$ cat config.mk
export PLATFORM = sky130hd
export DESIGN_NAME = emsn_queue
export DESIGN_NICKNAME = d
export VERILOG_FILES = /design/src/emsn_pkg.sv /design/src/emsn_queue.sv
export VERILOG_INCLUDE_DIRS = /design/src /design/src/src
export SDC_FILE = /design/constraint.sdc
export NUM_CORES = 1
export LEC_CHECK = 0
export BUFFER_PORTS_ARGS = -buffer_cell sky130_fd_sc_hd__buf_2
export CORE_MARGIN = 5
export CORE_UTILIZATION = 40
export DETAILED_ROUTE_END_ITERATION = 16
export PLACE_DENSITY_LB_ADDON = 0.08
export SETUP_SLACK_MARGIN = 0.15
export SLEW_MARGIN = 5
export SYNTH_ARGS = -nofsm -noshare
export SYNTH_HDL_FRONTEND = slang
export SYNTH_SLANG_ARGS = --single-unit
$ cat constraint.sdc
create_clock -name clock -period 2.59 [get_ports clock]
set_input_delay 0.3885 -clock clock [delete_from_list [all_inputs] [get_ports clock]]
set_output_delay 0.3885 -clock clock [all_outputs]
set_load 0.03 [all_outputs]
$ cat src/eroded_mask_sample_normalizer_unit_macros.svh
// Assertion helpers shared by the block's modules.
// All checks sample on the rising clock and are off while reset is high.
`ifndef ERODED_MASK_SAMPLE_NORMALIZER_UNIT_MACROS_SVH
`define ERODED_MASK_SAMPLE_NORMALIZER_UNIT_MACROS_SVH

// same-cycle implication
`define EMSN_ASSERT_NOW(lbl, ante, cons, msg) \
   lbl: assert property (@(posedge clock) disable iff (reset) (ante) |-> (cons)) else $error(msg);

// next-cycle implication
`define EMSN_ASSERT_NEXT(lbl, ante, cons, msg) \
   lbl: assert property (@(posedge clock) disable iff (reset) (ante) |=> (cons)) else $error(msg);

`endif

$ cat src/emsn_pkg.sv
`default_nettype none
package emsn_pkg;

   // sizing
   localparam int MAX_WIDTH   = 1024;
   localparam int MAX_EROSION = 4;
   localparam int VALUE_BITS  = 24;

   localparam int COL_BITS    = 10;
   localparam int ROW_BITS    = 12;
   localparam int HIST_BITS   = 2 * MAX_EROSION;
   localparam int WIN_COLS    = 2 * MAX_EROSION + 1;
   localparam int DELAY_DEPTH = MAX_EROSION * MAX_WIDTH + MAX_EROSION;
   localparam int PTR_BITS    = $clog2(DELAY_DEPTH);
   localparam int FADDR_BITS  = $clog2(MAX_WIDTH);
   localparam int NORM_BITS   = 16;
   localparam int DIV_BITS    = 28;
   localparam int STEP_BITS   = $clog2(DIV_BITS);
   localparam int QUEUE_DEPTH = 2;

   // register map
   localparam int CSR_ADDR_BITS = 5;
   localparam logic [2:0] REG_FRAME_WIDTH  = 3'd0;
   localparam logic [2:0] REG_FRAME_HEIGHT = 3'd1;
   localparam logic [2:0] REG_EROSION      = 3'd2;
   localparam logic [2:0] REG_CENTER_X     = 3'd3;
   localparam logic [2:0] REG_CENTER_Y     = 3'd4;
   localparam logic [2:0] REG_RADIUS       = 3'd5;

   typedef struct packed {
      logic [10:0] frame_width;
      logic [11:0] frame_height;
      logic [2:0]  erosion;
      logic [11:0] center_x;
      logic [12:0] center_y;
      logic [12:0] radius;
   } cfg_type;

   // one core pixel waiting for normalization
   typedef struct packed {
      logic [COL_BITS-1:0]          col;
      logic [ROW_BITS-1:0]          row;
      logic signed [VALUE_BITS-1:0] value;
   } sample_type;

endpackage
`default_nettype wire

$ cat src/emsn_queue.sv
`default_nettype none
`include "eroded_mask_sample_normalizer_unit_macros.svh"
module emsn_queue (
   input  wire logic              clock,
   input  wire logic              reset,
   input  wire logic              push,
   input  wire emsn_pkg::sample_type push_data,
   input  wire logic              pop,
   output logic                   has_room,
   output logic                   not_empty,
   output emsn_pkg::sample_type   pop_data
);
   import emsn_pkg::*;

   localparam int QPTR_BITS = (QUEUE_DEPTH > 1) ? $clog2(QUEUE_DEPTH) : 1;
   localparam int QCNT_BITS = $clog2(QUEUE_DEPTH + 1);

   sample_type entry_ff [QUEUE_DEPTH];
   logic [QPTR_BITS-1:0] wr_ptr_ff, wr_ptr_in, rd_ptr_ff, rd_ptr_in;
   logic [QCNT_BITS-1:0] count_ff, count_in;

   assign has_room  = count_ff < QCNT_BITS'(QUEUE_DEPTH);
   assign not_empty = count_ff != '0;
   assign pop_data  = entry_ff[rd_ptr_ff];

   always_comb begin
      wr_ptr_in = wr_ptr_ff;
      rd_ptr_in = rd_ptr_ff;
      count_in  = count_ff;
      if (push) begin
         wr_ptr_in = (wr_ptr_ff == QPTR_BITS'(QUEUE_DEPTH - 1)) ? '0 : wr_ptr_ff + 1'b1;
      end
      if (pop) begin
         rd_ptr_in = (rd_ptr_ff == QPTR_BITS'(QUEUE_DEPTH - 1)) ? '0 : rd_ptr_ff + 1'b1;
      end
      case ({push, pop})
         2'b10:   count_in = count_ff + 1'b1;
         2'b01:   count_in = count_ff - 1'b1;
         default: count_in = count_ff;
      endcase
   end

   always_ff @(posedge clock) begin
      if (reset) begin
         wr_ptr_ff <= '0;
         rd_ptr_ff <= '0;
         count_ff  <= '0;
      end else begin
         wr_ptr_ff <= wr_ptr_in;
         rd_ptr_ff <= rd_ptr_in;
         count_ff  <= count_in;
      end
   end

   always_ff @(posedge clock) begin
      if (push) begin
         entry_ff[wr_ptr_ff] <= push_data;
      end
   end

   `EMSN_ASSERT_NOW(a_no_underflow, pop, not_empty, "queue popped while empty")
   `EMSN_ASSERT_NOW(a_count_bound, 1'b1, count_ff <= QCNT_BITS'(QUEUE_DEPTH), "queue count overrun")
endmodule
`default_nettype wire

After elaboration in Yosys (flattened, before gate mapping)
Memories as Yosys holds them, arrays and structs flattened. A register that Yosys moved wholly into a read port is not among the register bits.
Cells that the tools add are included.
{"block": "op_classes", "addsub": 4, "n_lt_le_gt_ge": 1, "eq_ne": 2, "muxes": 7, "n_reduce_logical": 2}
{"op": "1-bit 2-to-1 mux", "n": 6}
{"op": "2-bit one-hot mux with 2 select lines", "n": 1}
{"op": "2-bit nonzero test", "n": 2}
{"op": "1-bit adder (second input constant)", "n": 2}
{"op": "2-bit by 1-bit adder with 2-bit output (second input constant)", "n": 1}
{"op": "2-bit by 1-bit equality test with 1-bit output (second input constant)", "n": 1}
{"op": "2-bit equality test (second input constant)", "n": 1}
{"op": "2-bit less-than comparator (second input constant)", "n": 1}
{"op": "2-bit by 1-bit subtractor with 2-bit output (second input constant)", "n": 1}
{"block": "totals", "reg_bits": 4, "mem_bits_rw": 92, "inputBits": 50, "output_inout_bits": 48, "wordCells": 20, "mem_count": 1}
{"name": "entry_ff", "words": 2, "width": 46, "rd": 1, "rd_ports_with_merged_regs": 1, "wr": 1, "line": "emsn_queue.sv:18", "source": "sample_type entry_ff [QUEUE_DEPTH];"}

Logic depth before layout (Yosys ltp)
Gate-level depths: netlist of the first run.
{"block": "logic_depth", "depth_word": 4, "mapped_depth": 5, "ltp_nobuf": 5}

Worst setup path after synthesis of the first run
OpenSTA, ideal clock, no wires.
{"block": "synth_path", "kind": "input -> register", "start": "input port push", "end": "memory entry_ff[0][0] (netlist name) (enable)", "setup_time_ps": 451, "arrival_time_ps": 2379, "required_ps": 2139, "slack_ps": -239, "stages": 2, "path_cell_list": "inv_1 > nor2_1"}
{"block": "synth_via", "elab_chain_len": 2}
{"item": "from (decl)", "line": "emsn_queue.sv:6", "source": "input wire logic push,"}
{"item": "1-bit 2-to-1 mux", "line": "emsn_queue.sv:56", "source": "if (push) begin"}
{"item": "1-bit 2-to-1 mux (implied by the code)", "line": "emsn_queue.sv:57", "source": "entry_ff[wr_ptr_ff] <= push_data;"}
{"item": "to (decl)", "line": "emsn_queue.sv:18"}
Every way passes these cells.

==> metrics, run 1 <==
antenna-violating nets left=0; worst endpoint required time=2.20 ns; initial antenna violation count=0; post-DR wirelength/cell=16.6 microns; top post-synthesis cells by area=edfxtp_1, mux2_2, dfxtp_1; number of flops mapped to enable cells by yosys=92; Crit. End Element=output port; Reg2Reg Setup Slack=between 1 and 1.5 ns; cts repair resizes=0; Placed Instance Area=4170 sq um; clk slew on worst S/H paths=around 0.090 ns; Max-slew headroom=66.7%; Non-Filler Instances=384; die extent in x=just over 100 microns; FP Rows=34; FILL cells=roughly 800; Async S/R FF share, synth=0%; Final Slew Violations=0; share of cells above drive strength 1=59.1%; post-synthesis compound-gate area fraction=0.284%; Detailed Route WL=6.37 mm; Avg Cell Area, Syn=about 21 sq um; largest family of logic cells by synthesized area=multiplexers; status=completed; synth unique cells=15; post-synthesis mux area share=14.7%; CP arrival=1.68 ns; Buffers on Ports=97; Post-synth top cells=edfxtp_1, mux2_2, dfxtp_1, nor2_1, buf_4; Final nets=322; GR Overflow Total=0; area of the multi-input gates=622 sq um; root buf cell=clkbuf_8; period utilization=79.7%; total I/O pin count=98; number of setup buffers added after CTS=0; most used flip-flop cell after synthesis=edfxtp_1; Syn Inst Count=165; most frequent cell after synthesis=edfxtp_1; yosys warns=0; Seq/Total Area, Yosys=81.4%; pin count of the biggest net entering global routing=39; Layout area overhead=24.6%; xor/xnor share of the synthesized area=less than 1%; hold buffer count at CTS=0; Final Worst Setup Slack=0.526 ns; clk sinks=97; Least-Margin Pin Slew=0.499 ns; vias per std cell=roughly 4.7; maxcap violations=0; utilization after layout=about half; total power=between 3 and 4 mW; area share of the largest cell type after synthesis=78.5%; DRT iter0 DRCs=60; dpl cells=between 300 and 400; Core Area=8640 sq um; vias in the first global route=between 1500 and 2000; Crit Path Max Fanout=38; Die Y=104 microns; gpl congestion=slightly above 0.7; CTS tree=yes; Initial Utilization=40.7%; Final Critical Period=2.06 ns; startpoint types=flip-flop; Cell Area, Synth=3520 sq um; skew final=between 0.006 and 0.007 ns; die area=10800 sq um; Synth Area in Simple Gates=1.07%; Pwr Density=about 780 nW/um^2; register area=2860 sq um; Synth Area in Adders=0.356%; drt first pass iters=4; worst min-delay path category=in2reg; DP HPWL=~4.2 mm; leakage=1.63 nW; Hold Vio Cnt, Final=0; gr usage total=12.1%; CTS Buf Count=9; CTS Buffer Depth=2; RSZ-0062 raised after global routing=no; Finish-stage setup viols=0; first-pass GRT wire length=10.1 mm; H-tree lvl count=3; post-route design area=~4400 sq um; later-pin clock latency in the skew report=0.34 ns; n_diodes=0; kind of critical path=reg2out; pre-CTS WS=0.871 ns; final setup TNS=0 ns; peak supply drop=0.354 mV; flops & latches, synth=97; Hold Slack=0.223 ns; DRC=0; top cell type by total area after synthesis=edfxtp_1; post-synthesis net count=around 220; via count=1822; fmax=between 0.4 and 0.5 GHz
-- path summary, 6_finish.rpt --
kind | endpoint | from | depth (start not counted)
setup / recovery | pop_data[20] | flip-flop | 3
hold reg to reg | count_ff[1]$_SDFFE_PP0P_ | count_ff[1]$_SDFFE_PP0P_ | 2
setup reg to reg | entry_ff[1][30]$_DFFE_PP_ | wr_ptr_ff$_SDFFE_PP0P_ | 2
hold / removal | entry_ff[0][7]$_DFFE_PP_ | push_data[7] | 1
-- power by group --
group	total, mW	switching, mW	internal [mW]
sequential	1.85	0.0295	1.82
clock	1.03	0.488	0.544
combinational	0.516	0.326	0.189
total	3.40	0.844	2.56
-- state kept, by name, summed over array words and instances (netlist names), named ones only --
register,flops
count_ff,2
rd_ptr_ff,1
wr_ptr_ff,1
entry_ff,92
-- layout by cell type, fill, tap and decap left out --
cell type    n
clkinv_4     1
or2_2        1
clkinvlp_4   1
and2_2       1
o21ai_0      1
mux2_2      46
buf_12       3
xnor2_1      3
ha_1         1
a21oi_1      1
dfxtp_1      4
inv_1        2
clkinv_1     1
clkbuf_1     2
dfxtp_2      1
bufinv_16    2
xor2_1       1
nor2_1       4
clkbuf_8     9
or3_1        1
nor2_4       1
buf_2       97
edfxtp_1    92
-- layout make-up --
class	count	area share (%)
clock buffer	11	3.00
timing repair buffer	100	12.4
clock inverter	5	1.83
inverter	2	0.171
multi-input combinational	61	14.2
tap	108	3.08
sequential	97	65.3
-- worst max-delay path, stage by stage (launching register included) --
cell and delay, ns:
dfxtp_2 0.48, buf_12 0.28, mux2_2 0.38, buf_2 0.18
-- layer usage --
metal | track usage (%) | up-vias | part of all wire, %
met5 | 0 | - | 0
met4 | 5.27 | 0 | 0.99
met3 | 3.73 | 6 | 6.6
met2 | 19.5 | 69 | 49
met1 | 15.1 | 893 | 43
li1 | - | 854 | -
-- logic make-up after synthesis --
family                     count (synthesis)
xor gates and xnor gates                   4
AOI/OAI and AO/OA                          2
DFF                                       97
muxes                                     46
adders and majority gates                  1
and+or+nand+nor                            8
buffers and inverters                      7
No activity file was read; power rests on OpenSTA's default activity.
==> run 2: changes to the inputs <==
==> constraint.sdc (replaced) <==
create_clock -name clock -period 1.75 [get_ports clock]
set_input_delay 0.2625 -clock clock [delete_from_list [all_inputs] [get_ports clock]]
set_output_delay 0.2625 -clock clock [all_outputs]
set_load 0.03 [all_outputs]
==> metrics, run 2 (same netlist as run 1, synthesis figures left out) <==
H-tree lvl count=3 (unchanged); gpl congestion=0.626 (-11%); utilization after layout=54.2% (+3.4 points); clk sinks=97 (unchanged); GR Overflow Total=0 (unchanged); RSZ-0062 raised after global routing=yes; CTS tree=yes; worst endpoint required time=1.49 ns (-0.71 ns); clk slew on worst S/H paths=0.10 ns (about the same); Crit Path Max Fanout=15 (-61%); n_diodes=0 (unchanged); hold buffer count at CTS=0 (unchanged); first-pass GRT wire length=9.74 mm (-4.0%); crit-path max cell delay=0.41 ns (-0.07 ns); status=completed; vias in the first global route=1926 (-3.2%); Die Y=104 microns (unchanged); fmax=0.577 GHz; Hold Slack=0.0899 ns (-0.133 ns); Detailed Route WL=6.30 mm (-1.1%); via count=1832 (+0.55%); period utilization=99.1%; leakage=1.79 nW (+9.4%); Non-Filler Instances=388 (+1.0%); drt first pass iters=4 (unchanged); Core Area=8640 sq um (unchanged); root buf cell=clkbuf_8; Initial Utilization=40.7% (unchanged); pre-CTS WS=0.332 ns (-0.539 ns); post-route design area=4680 sq um (+6.8%); DP HPWL=4.09 mm (-2.4%); most common cell after layout, fill and taps aside=edfxtp_1; skew final=0.0123 ns (+0.00600 ns); pin count of the biggest net entering global routing=32 (-18%); CTS Buf Count=9 (unchanged); most frequent cells in the layout=edfxtp_1, buf_2, mux2_2, buf_6, mux2_4; DRT iter0 DRCs=48 (-20%); CP max-delay cell=dfxtp_4; share of cells above drive strength 1=60.4% (+1.3 points); startpoint types=flip-flop; Placed Instance Area=4200 sq um (+0.54%); Max-slew headroom=80.6% (+14 points); initial antenna violation count=0 (unchanged); dpl cells=371 (+0.82%); Final Critical Period=~1.7 ns; Buffers on Ports=97 (unchanged); Reg with most FFs=entry_ff; die area=10800 sq um (unchanged); peak supply drop=0.532 mV (+51%); Pwr Density=1090 nW/um^2 (+40%); worst min-delay path category=in2reg; Final Worst Setup Slack=0.0162 ns (-0.510 ns); Hold Vio Cnt, Final=0 (unchanged); max reg flops=92 (unchanged); Final nets=326 (+1.2%); Finish-stage setup viols=0 (unchanged); Least-Margin Pin Slew=0.291 ns (-0.208 ns); CTS Buffer Depth=2 (unchanged); DRC=0 (unchanged); die extent in x=104 microns (unchanged); antenna-violating nets left=0 (unchanged); maxcap violations=0 (unchanged); Top Registers=entry_ff (92), count_ff (2); later-pin clock latency in the skew report=0.35 ns (about the same); number of setup buffers added after CTS=0 (unchanged); Crit. End Element=output port; Layout area overhead=33.1%; Final Slew Violations=0 (unchanged); total I/O pin count=98 (unchanged); CP Cell Sequence=buf_12 > mux2_2 > buf_4; CP arrival=1.47 ns (-0.21 ns); vias per std cell=4.72 (-0.49%); FILL cells=725 (-7.1%); FP Rows=34 (unchanged); post-DR wirelength/cell=16.2 microns (-2.1%); gr usage total=11.7% (-0.43 points); kind of critical path=reg2out
[run 2: worst max-delay path, delay by kind of cell (launching register included)]
| kind | cells | cell delay (ns) |
|---|---|---|
| buf+inv | 2 | 0.35 |
| mux | 1 | 0.36 |
| flops | 1 | 0.41 |
[run 2: through the flow]
step                total power, mW  TNS, ns
finish                         5.08        0
global route                   5.33    -1.13
CTS                            5.05   -0.642
detailed placement             3.58        0
global placement               3.57        0
floorplan                      3.31        0
[run 2: area by class of cell]
cell class	instances	area, sq um	share of cell area [%]
timing repair buffer	104	792	16.9
multi-input combinational	61	686	14.6
clock inverter	6	68.8	1.47
inverter	2	7.51	0.160
tap	108	135	2.89
clock buffer	10	128	2.73
sequential	97	2870	61.2
[run 2: path summary, 6_finish.rpt]
path	slack, ns	from	depth (start not counted)	to
setup reg to reg	0.51	wr_ptr_ff$_SDFFE_PP0P_	2	entry_ff[1][39]$_DFFE_PP_
hold / removal	0.09	push_data[15]	1	entry_ff[0][15]$_DFFE_PP_
hold reg to reg	0.50	count_ff[1]$_SDFFE_PP0P_	2	count_ff[1]$_SDFFE_PP0P_
setup / recovery	0.02	flip-flop	3	pop_data[38]
[run 2: metal layers]
metal	global-route usage, %	vias to the layer above	share of wire, %
met2	18.8	63	49
met4	5.55	0	1.6
met1	14.2	900	44
li1	-	860	-
met3	3.98	9	5.7
met5	0	-	0
[run 2: power breakdown]
group,switching (mW),internal (mW)
clock network,0.743,0.666
registers,0.0408,2.70
logic,0.515,0.419
total,1.30,3.78
[run 2: what timing repair did]
item / in CTS / in global routing
gates cloned: 0 / 1
gates resized for setup: 30 / 53
pin swaps: 0 / 0
setup endpoints to repair: 46 / 46
