===== src/eroded_mask_sample_normalizer_unit_macros.svh =====
// Assertion helpers shared by the block's modules.
// All checks sample on the rising clock and are off while reset is high.
`ifndef ERODED_MASK_SAMPLE_NORMALIZER_UNIT_MACROS_SVH
`define ERODED_MASK_SAMPLE_NORMALIZER_UNIT_MACROS_SVH

// same-cycle implication
`define EMSN_ASSERT_NOW(lbl, ante, cons, msg) \
   lbl: assert property (@(posedge clock) disable iff (reset) (ante) |-> (cons)) else $error(msg);

// next-cycle implication
`define EMSN_ASSERT_NEXT(lbl, ante, cons, msg) \
   lbl: assert property (@(posedge clock) disable iff (reset) (ante) |=> (cons)) else $error(msg);

`endif


===== src/emsn_pkg.sv =====
`default_nettype none
package emsn_pkg;

   // sizing
   localparam int MAX_WIDTH   = 1024;
   localparam int MAX_EROSION = 4;
   localparam int VALUE_BITS  = 24;

   localparam int COL_BITS    = 10;
   localparam int ROW_BITS    = 12;
   localparam int HIST_BITS   = 2 * MAX_EROSION;
   localparam int WIN_COLS    = 2 * MAX_EROSION + 1;
   localparam int DELAY_DEPTH = MAX_EROSION * MAX_WIDTH + MAX_EROSION;
   localparam int PTR_BITS    = $clog2(DELAY_DEPTH);
   localparam int FADDR_BITS  = $clog2(MAX_WIDTH);
   localparam int NORM_BITS   = 16;
   localparam int DIV_BITS    = 28;
   localparam int STEP_BITS   = $clog2(DIV_BITS);
   localparam int QUEUE_DEPTH = 2;

   // register map
   localparam int CSR_ADDR_BITS = 5;
   localparam logic [2:0] REG_FRAME_WIDTH  = 3'd0;
   localparam logic [2:0] REG_FRAME_HEIGHT = 3'd1;
   localparam logic [2:0] REG_EROSION      = 3'd2;
   localparam logic [2:0] REG_CENTER_X     = 3'd3;
   localparam logic [2:0] REG_CENTER_Y     = 3'd4;
   localparam logic [2:0] REG_RADIUS       = 3'd5;

   typedef struct packed {
      logic [10:0] frame_width;
      logic [11:0] frame_height;
      logic [2:0]  erosion;
      logic [11:0] center_x;
      logic [12:0] center_y;
      logic [12:0] radius;
   } cfg_type;

   // one core pixel waiting for normalization
   typedef struct packed {
      logic [COL_BITS-1:0]          col;
      logic [ROW_BITS-1:0]          row;
      logic signed [VALUE_BITS-1:0] value;
   } sample_type;

endpackage
`default_nettype wire


===== src/emsn_if.sv =====
`default_nettype none


interface emsn_rsp_if;
   import emsn_pkg::*;
   logic                         valid;
   logic                         ready;
   logic signed [NORM_BITS-1:0]  norm_x;
   logic signed [NORM_BITS-1:0]  norm_y;
   logic signed [VALUE_BITS-1:0] sample_value;
   logic [COL_BITS-1:0]          col;
   logic [ROW_BITS-1:0]          row;
   modport source (output valid, norm_x, norm_y, sample_value, col, row, input ready);
   modport sink   (input valid, norm_x, norm_y, sample_value, col, row, output ready);
endinterface
`default_nettype wire


===== src/emsn_back.sv =====
`default_nettype none
`include "eroded_mask_sample_normalizer_unit_macros.svh"
module emsn_back (
   input  wire logic                 clock,
   input  wire logic                 reset,
   input  wire emsn_pkg::cfg_type    cfg,
   input  wire logic                 q_not_empty,
   input  wire emsn_pkg::sample_type q_data,
   output logic                      pop,
   emsn_rsp_if.source                rsp_port
);
   import emsn_pkg::*;

   localparam logic [1:0] ST_IDLE = 2'd0;
   localparam logic [1:0] ST_LOAD = 2'd1;
   localparam logic [1:0] ST_DIV  = 2'd2;
   localparam logic [1:0] ST_HOLD = 2'd3;

   logic [1:0] state_ff, state_in;
   logic       phase_ff, phase_in;
   logic [STEP_BITS-1:0] step_ff, step_in;
   logic       out_valid_ff, out_valid_in;

   // payload registers
   sample_type item_ff;
   logic [DIV_BITS-1:0]  quo_ff;
   logic [13:0]          rem_ff;
   logic                 neg_ff, zero_ff;
   logic [NORM_BITS-1:0] normx_ff, normy_ff;
   logic [NORM_BITS-1:0] out_nx_ff, out_ny_ff;
   sample_type           out_item_ff;

   logic [11:0] pos;
   logic [12:0] centre;
   logic signed [14:0] diff;
   logic [12:0] mag;
   logic [DIV_BITS-1:0] num;
   logic [13:0] divisor;
   logic [14:0] rem_sh;
   logic        ge;
   logic [13:0] rem_next;
   logic [DIV_BITS-1:0] quo_next;
   logic [16:0] m;
   logic [NORM_BITS-1:0] res;
   logic load_out, last_step;

   // numerator setup: |2p - c| * 16384, rounding term folded in
   always_comb begin
      pos    = phase_ff ? item_ff.row : 12'(item_ff.col);
      centre = phase_ff ? cfg.center_y : 13'(cfg.center_x);
      diff   = $signed({2'b00, pos, 1'b0}) - $signed({2'b00, centre});
      mag    = diff[14] ? 13'(-diff) : 13'(diff);
      num    = {1'b0, mag, 14'd0} + DIV_BITS'(cfg.radius);
   end

   // restoring divide step by 2*radius
   assign divisor  = {cfg.radius, 1'b0};
   assign rem_sh   = {rem_ff, quo_ff[DIV_BITS-1]};
   assign ge       = rem_sh >= {1'b0, divisor};
   assign rem_next = ge ? 14'(rem_sh - {1'b0, divisor}) : rem_sh[13:0];
   assign quo_next = {quo_ff[DIV_BITS-2:0], ge};
   assign last_step = (step_ff == STEP_BITS'(DIV_BITS - 1));

   // rounding done, now saturate
   always_comb begin
      m = (quo_next > DIV_BITS'(32768)) ? 17'd32768 : 17'(quo_next);
      if (cfg.radius == 13'd0) begin
         res = zero_ff ? '0 : (neg_ff ? 16'h8000 : 16'h7FFF);
      end else if (neg_ff) begin
         res = 16'(-m);
      end else begin
         res = (m > 17'd32767) ? 16'h7FFF : m[15:0];
      end
   end

   assign pop      = (state_ff == ST_IDLE) && q_not_empty;
   assign load_out = (state_ff == ST_HOLD) && (!out_valid_ff || rsp_port.ready);

   always_comb begin
      state_in     = state_ff;
      phase_in     = phase_ff;
      step_in      = step_ff;
      out_valid_in = out_valid_ff;
      if (out_valid_ff && rsp_port.ready) begin
         out_valid_in = 1'b0;
      end
      case (state_ff)
         ST_IDLE: begin
            if (q_not_empty) begin
               state_in = ST_LOAD;
               phase_in = 1'b0;
            end
         end
         ST_LOAD: begin
            state_in = ST_DIV;
            step_in  = '0;
         end
         ST_DIV: begin
            step_in = step_ff + 1'b1;
            if (last_step) begin
               phase_in = 1'b1;
               state_in = phase_ff ? ST_HOLD : ST_LOAD;
            end
         end
         ST_HOLD: begin
            if (load_out) begin
               out_valid_in = 1'b1;
               state_in     = ST_IDLE;
            end
         end
         default: state_in = ST_IDLE;
      endcase
   end

   always_ff @(posedge clock) begin
      if (reset) begin
         state_ff     <= ST_IDLE;
         phase_ff     <= 1'b0;
         step_ff      <= '0;
         out_valid_ff <= 1'b0;
      end else begin
         state_ff     <= state_in;
         phase_ff     <= phase_in;
         step_ff      <= step_in;
         out_valid_ff <= out_valid_in;
      end
   end

   always_ff @(posedge clock) begin
      if (pop) begin
         item_ff <= q_data;
      end
      if (state_ff == ST_LOAD) begin
         quo_ff  <= num;
         rem_ff  <= '0;
         neg_ff  <= diff[14];
         zero_ff <= (mag == '0);
      end
      if (state_ff == ST_DIV) begin
         quo_ff <= quo_next;
         rem_ff <= rem_next;
         if (last_step) begin
            if (phase_ff) begin
               normy_ff <= res;
            end else begin
               normx_ff <= res;
            end
         end
      end
      if (load_out) begin
         out_nx_ff   <= normx_ff;
         out_ny_ff   <= normy_ff;
         out_item_ff <= item_ff;
      end
   end

   assign rsp_port.valid        = out_valid_ff;
   assign rsp_port.norm_x       = out_nx_ff;
   assign rsp_port.norm_y       = out_ny_ff;
   assign rsp_port.sample_value = out_item_ff.value;
   assign rsp_port.col          = out_item_ff.col;
   assign rsp_port.row          = out_item_ff.row;

   `EMSN_ASSERT_NEXT(a_load_from_hold, load_out, out_valid_ff, "result load lost")
   `EMSN_ASSERT_NOW(a_pop_idle, pop, state_ff == ST_IDLE && !load_out, "pop outside idle")
endmodule
`default_nettype wire


===== src/flat_wrapper.sv =====
// flat-port wrapper written by rule: the top's interface ports become plain ports
module emsn_back_flat import emsn_pkg::*;
  (clock, reset, cfg, q_not_empty, q_data, pop, rsp_port_valid, rsp_port_norm_x, rsp_port_norm_y, rsp_port_sample_value, rsp_port_col, rsp_port_row, rsp_port_ready);
  emsn_rsp_if rsp_port_i ();
  input  wire logic clock;
  input  wire logic reset;
  input  wire emsn_pkg::cfg_type cfg;
  input  wire logic q_not_empty;
  input  wire emsn_pkg::sample_type q_data;
  output logic pop;
  output wire logic [$bits(rsp_port_i.valid)-1:0] rsp_port_valid;
  output wire logic [$bits(rsp_port_i.norm_x)-1:0] rsp_port_norm_x;
  output wire logic [$bits(rsp_port_i.norm_y)-1:0] rsp_port_norm_y;
  output wire logic [$bits(rsp_port_i.sample_value)-1:0] rsp_port_sample_value;
  output wire logic [$bits(rsp_port_i.col)-1:0] rsp_port_col;
  output wire logic [$bits(rsp_port_i.row)-1:0] rsp_port_row;
  input wire logic [$bits(rsp_port_i.ready)-1:0] rsp_port_ready;
  assign rsp_port_valid = rsp_port_i.valid;
  assign rsp_port_norm_x = rsp_port_i.norm_x;
  assign rsp_port_norm_y = rsp_port_i.norm_y;
  assign rsp_port_sample_value = rsp_port_i.sample_value;
  assign rsp_port_col = rsp_port_i.col;
  assign rsp_port_row = rsp_port_i.row;
  assign rsp_port_i.ready = rsp_port_ready;
  emsn_back u_core (.clock(clock), .reset(reset), .cfg(cfg), .q_not_empty(q_not_empty), .q_data(q_data), .pop(pop), .rsp_port(rsp_port_i));
endmodule

===== config.mk =====
export PLATFORM = sky130hd
export DESIGN_NAME = emsn_back_flat
export DESIGN_NICKNAME = d
export VERILOG_FILES = /design/src/emsn_pkg.sv /design/src/emsn_if.sv /design/src/emsn_back.sv /design/src/flat_wrapper.sv
export VERILOG_INCLUDE_DIRS = /design/src /design/src/src
export SDC_FILE = /design/constraint.sdc
export NUM_CORES = 1
export LEC_CHECK = 0
export BUFFER_PORTS_ARGS = -buffer_cell sky130_fd_sc_hd__buf_2
export CAP_MARGIN = 20
export CORE_UTILIZATION = 45
export DETAILED_ROUTE_END_ITERATION = 7
export GPL_TIMING_DRIVEN = 0
export PLACE_DENSITY = 0.7
export SYNTH_ARGS = -nofsm -noshare
export SYNTH_HDL_FRONTEND = slang
export SYNTH_SLANG_ARGS = --single-unit
export TNS_END_PERCENT = 1

===== constraint.sdc =====
create_clock -name clock -period 4.6 [get_ports clock]
set_input_delay 0.23 -clock clock [delete_from_list [all_inputs] [get_ports clock]]
set_output_delay 0.23 -clock clock [all_outputs]
set_load 0.02 [all_outputs]

== After elaboration in Yosys (flattened, before gate mapping) ==
Cells that the tools add are included.
W data, S select, Z words.

* Flip-flop bits (word level): 209
* Latch bits: 0
* RAM bits: 0
* Memory bits (read-only): 0
* Input port bits: 114
* Output and inout bits: 80
* Logic and storage cells: 75
* Memories: 0

* Add/sub/neg operators: 6
* $mul: 0
* Div/mod/pow operators: 0
* Magnitude comparators: 3
* Equal/unequal tests: 7
* Shifts and indexed selects: 0
* Muxes and demuxes: 26
* Bitwise operators: 1
* Reduce and logical (&&, ||, !) cells: 14

{| class="wikitable"
|+ Operator list
! kind !! number
|-
| $mux W16 || 5
|-
| $mux W28 || 2
|-
| $mux W14 || 3
|-
| $add A27 B13 Y28 || 1
|-
| $gt A28 B16 Y1 const B || 1
|-
| $logic_not A13 Y1 || 2
|-
| $mux W13 || 2
|-
| $gt A17 B15 Y1 const B || 1
|-
| $mux W17 || 1
|-
| $neg A16 Y16 || 1
|-
| $ge A15 B14 Y1 || 1
|-
| $sub A13 B13 Y14 || 1
|-
| $sub A14 B14 Y14 || 1
|-
| $neg A13 Y13 || 1
|-
| $mux W12 || 1
|-
| $reduce_and A3 Y1 || 4
|-
| $pmux W5 S2 || 1
|-
| $mux W2 || 4
|-
| $pmux W2 S4 || 1
|-
| $add A5 B1 Y5 const B || 1
|-
| $eq A5 B5 Y1 const B || 1
|-
| $mux W1 || 5
|-
| $eq A2 B2 Y1 const B || 2
|-
| $ne A2 B1 Y1 const B || 2
|-
| other kinds (9) || 12
|}

== Depth between registers and ports, before layout ==
* Depth in word-level cells: 7
* Depth in mapped cells: 21
* Depth with buffers taken out: 18

== Worst setup path after synthesis ==
OpenSTA, ideal clock, no wires.

* Path type: reg2reg
* Start point: reg u_core.state_ff[0]
* End point: reg u_core.out_item_ff (netlist bit u_core.rsp_port.col[0]) (enable)
* Library setup time: 524 ps
* Data arrival time: 4037 ps
* Required time: 4076 ps
* Slack: 38 ps
* Stages on the path, launching flop included: 3
* Buffers on the path: 0
* Clock period less this slack: 4562 ps
* Path through: dfxtp_1 ha_1 nor2b_1

* Cells in the longest elaborated chain, start to end: 2

{| class="wikitable"
|+ RTL lines
! what !! RTL line !! source
|-
| start: declaration || emsn_back.sv:19 || <nowiki>logic [1:0] state_ff, state_in;</nowiki>
|-
| start signal: assignment || emsn_back.sv:122 || <nowiki>state_ff <= state_in;</nowiki>
|-
| $eq A2 B2 Y1 || emsn_back.sv:77 || <nowiki>assign load_out = (state_ff == ST_HOLD) && (!out_valid_ff || rsp_port.ready);</nowiki>
|-
| $logic_and A1 B1 Y1 || emsn_back.sv:77 ||
|-
| net u_core.load_out || emsn_back.sv:45 || <nowiki>logic load_out, last_step;</nowiki>
|-
| end signal: assignment || emsn_back.sv:153 || <nowiki>out_item_ff <= item_ff;</nowiki>
|-
| end: declaration || emsn_back.sv:31 || <nowiki>sample_type out_item_ff;</nowiki>
|}

The timed path passes the listed nets, and every way through them passes these cells.
A chain may end at the register's enable or synchronous reset.

== Final worst setup path ==
* Start point: reg u_core.phase_ff
* End point: reg u_core.zero_ff (data pin)

* Cells in the longest elaborated chain, start to end: 5
* Elaborated cells between the ends (all ways): 6
* Those cells by class: add/sub (2); mux (3); reduce/logical (1)

{| class="wikitable"
|+ RTL lines
! what !! RTL line !! source
|-
| start: declaration || emsn_back.sv:20 || <nowiki>logic phase_ff, phase_in;</nowiki>
|-
| start signal: assignment || emsn_back.sv:123 || <nowiki>phase_ff <= phase_in;</nowiki>
|-
| $mux W13 or $mux W12 (tied branches) || emsn_back.sv:50, emsn_back.sv:49 ||
|-
| $sub A13 B13 Y14 (*) || emsn_back.sv:51 || <nowiki>diff = $signed({2'b00, pos, 1'b0}) - $signed({2'b00, centre});</nowiki>
|-
| $neg A13 Y13 || emsn_back.sv:52 || <nowiki>mag = diff[14] ? 13'(-diff) : 13'(diff);</nowiki>
|-
| $mux W13 (*) || emsn_back.sv:52 ||
|-
| $logic_not A13 Y1 (*) || emsn_back.sv:137 || <nowiki>zero_ff <= (mag == '0);</nowiki>
|-
| end signal: assignment || emsn_back.sv:137 ||
|-
| end: declaration || emsn_back.sv:28 || <nowiki>logic neg_ff, zero_ff;</nowiki>
|}

Every way passes the cells marked *; elsewhere a longest branch is shown, timed or not.

==> impl_metrics.yaml <==
worst_setup_path:
  crit_arrival_ns: 4.80
  path_cells: "clkbuf_2 -> buf_4 -> mux2i_1 -> ha_1 -> a2111o_1 -> o2111ai_1 -> nand2_1 -> a221o_1 -> buf_4 -> nor2_1 -> mux2_2 -> a2111oi_1 -> and3b_1"
  reg2reg_depth: 13
  max_stage_delay_ns: 0.50
  slowest_stage: "a2111o_1"
  required_ns: 4.96
  critPathCaptureType: "flip-flop"
  critPathMaxFanout: 10
  path_class: "flip-flop to flip-flop"
  startpoint_type: "flip-flop"
  critical_path.most_common_cell: "buf_4"
logic_synthesis:
  yosysWarnings: 0
  synth_top_cell_area_share_pct: 62.4
  syn_avg_cell_area_sq_um: 13.1
  synth_top_family_by_area: "compound AO/OA/AOI/OAI gates"
  synth_commonest_cells: "edfxtp_1 (200), nand2_1 (62), nor2_1 (56)"
  synth_mux_area_share_pct: 4.40
  syn_inst: 736
  yosys.area.top_type: "edfxtp_1"
  syn_nets: 886
  synthArstFlopShare_pct: 0
  yosysMostFrequentCell: "edfxtp_1"
  synthXorXnorAreaFrac_pct: 3.09
  synthAdderAreaFrac_pct: 4.84
  netlist_area_sq_um: 9620
  synth_edf_count: 200
  yosysSeqAreaShare_pct: 64.3
  synth_compound_area_share_pct: 10.7
  synth_cell_types: 66
  synth.area.top_cells: "edfxtp_1 (62%), ha_1 (4.4%), o21ai_0 (2.4%), nand2_1 (2.4%), mux2i_1 (2.3%)"
  synth_seq_cells: 209
  synth_flop_cell: "edfxtp_1"
  synth_simple_gate_area_share_pct: 10.3
clock_network:
  cts_buffers: 24
  cts_sinks: 209
  cts_buffer_depth: 3
  clock_latency_ns: 0.50
  clockRootBuffer: "clkbuf_16"
  clk_pin_slew_ns: 0.06
  cts_tree: "done"
  cts.htree.levels: 1
detailed_routing:
  wl_per_cell_microns: 16.1
  wl_mm: 20.5
  vias: 6735
  via_per_inst: 5.30
  drtIter0Drc: 506
  first_pass_iters: 5
  remaining_drc_errors: 0
  ant_nets: 0
grt:
  grt_pass1_wl_mm: 33.3
  overflow: 0
  antenna_found_initial: 0
  grt_pass1_vias: 6702
  grt_max_degree: 33
  grt_usage_pct: 18.9
final_layout:
  layout-drive-gt1-share_pct: 24.9
  num_antenna_cells: 0
  layout.nets: 1130
  fillers: 1708
  fin_cells: 1271
  multi_input_area_sq_um: 3230
  seqCellArea_sq_um: 6190
  synthToLayoutAreaGrowth_pct: 25.9
die:
  dieHeight_microns: 148
  start_util_pct: 45.8
  fp.dieArea_sq_um: 22000
  core_sq_um: 21000
  ios: 194
  die_width_microns: 148
  row_count: 53
timing:
  clock_skew_ns: 0.0157
  min_period_ns: 4.44
  relSlewSlack_pct: 47.0
  holdWs_ns: 0.0984
  finalSetupViolations: 0
  fmax_mhz: 225
  post-route-period-util_pct: 96.5
  finalHoldViolCount: 0
  fin_setup_tns_ns: 0
  worst_pin_slew_ns: 0.796
  grt_setup_unrepaired: "true"
  drv_slew: 0
power_and_ir_drop:
  power.leakage_uw: 0.00456
  worst_ir_drop_vdd_mv: 0.232
  power.density_nw_per_um2: 492
run_status:
  status: "finished clean"
placed_design:
  portBuffers: 167
  place_hpwl_mm: 14.5
  place.gp.congestion: 0.898
  dp.cells: 1183
min_path:
  holdPathStages: 4
  min-delay-path-class: "input pin to flip-flop"
run:
  maxCapViolCount: 0
logic make-up (layout without fill, tap and decap cells):
group / Yosys count / in the layout
DFF: 209 / 209
and+or+nand+nor: 205 / 205
AOI/OAI and AO/OA: 153 / 153
buffers and inverters: 59 / 319
muxes: 40 / 40
adders and majority gates: 36 / 36
xor gates and xnor gates: 34 / 34
placed cells by master (no fill, tap or decap), types with 8 or more instances in the layout:
master,n
nor2_1,56
nand2_1,62
ha_1,32
nor3_1,20
xnor2_1,22
nor4_1,9
nand3_1,13
o21ai_0,47
clkbuf_16,25
and3_1,8
xor2_1,12
edfxtp_1,200
a21oi_1,34
dfxtp_1,9
dlygate4sd3_1,47
clkbuf_1,21
mux2_2,18
mux2i_1,22
buf_2,169
inv_1,32
critical path, delay by kind of cell (launching register included):
family                   cells  cell delay, ns
buffers and inverters        3            0.85
flip-flops                   1            0.37
AO/OA/AOI/OAI                4            1.51
multiplexers                 2            0.61
adder cells (fa/ha/maj)      1            0.34
AND/OR/NAND/NOR              3            0.61
flip-flops by register name, indices dropped and copies added (netlist names), 12 cells and up:
name,cells
u_core.item_ff,46
u_core.normx_ff,16
u_core.normy_ff,16
u_core.quo_ff,28
u_core.rem_ff,14
u_core.rsp_port.norm_x,16
u_core.rsp_port.norm_y,16
u_core.rsp_port.row,12
u_core.rsp_port.sample_value,24
final cells by class:
class                           instances  area share (%)
Buffer                                 23           0.816
Clock buffer                           30            5.32
Clock inverter                         12           0.713
Inverter                               35            1.08
Multi-Input combinational cell        468            26.6
Sequential cell                       209            51.1
Tap cell                              275            2.84
Timing Repair Buffer                  219            11.5
timing repair:
item,CTS,global route
setup endpoints to repair,7,27
hold endpoints to repair,47,0
hold buffers,47,0
buffers inserted,0,0
resized for setup,6,5
stage by stage:
stage | worst slack, ns | util [%] | instance area [sq um] | total power, uW
after floorplan | 0.0384 | - | 9620 | 3790
after global placement | -1.39 | 51.4 | 10800 | 4160
after detailed placement | -0.682 | 51.9 | 10900 | 4220
after CTS | 0.0448 | 57.6 | 12100 | 6000
after global routing | -0.0911 | 57.6 | 12100 | 6300
final | 0.160 | 57.6 | 12100 | 5970
report_power, final:
| part | switching (uW) | leakage [uW] | internal, uW |
|---|---|---|---|
| logic | 929 | 0.00228 | 606 |
| clock network | 700 | 0.000350 | 1040 |
| registers | 172 | 0.00193 | 2520 |
path summary, 6_finish.rpt:
path	start	to	slack, ns
hold reg to reg	u_core.item_ff[18]	u_core.rsp_port.sample_value[18]	0.41
setup / recovery	u_core.phase_ff	u_core.zero_ff	0.16
hold / removal	rsp_port_ready	u_core.rsp_port.valid	0.1
setup reg to reg	u_core.phase_ff	u_core.zero_ff	0.16
routing by layer:
metal  share of wire, %  GRT usage, %  vias to the layer above
li1                   -             -                     3272
met5                  0             0                        -
met1                 44          24.9                     3214
met2                 48          32.6                      216
met4                2.0          5.52                        0
met3                5.6          2.61                       33
(Power assumes the default switching activity.)
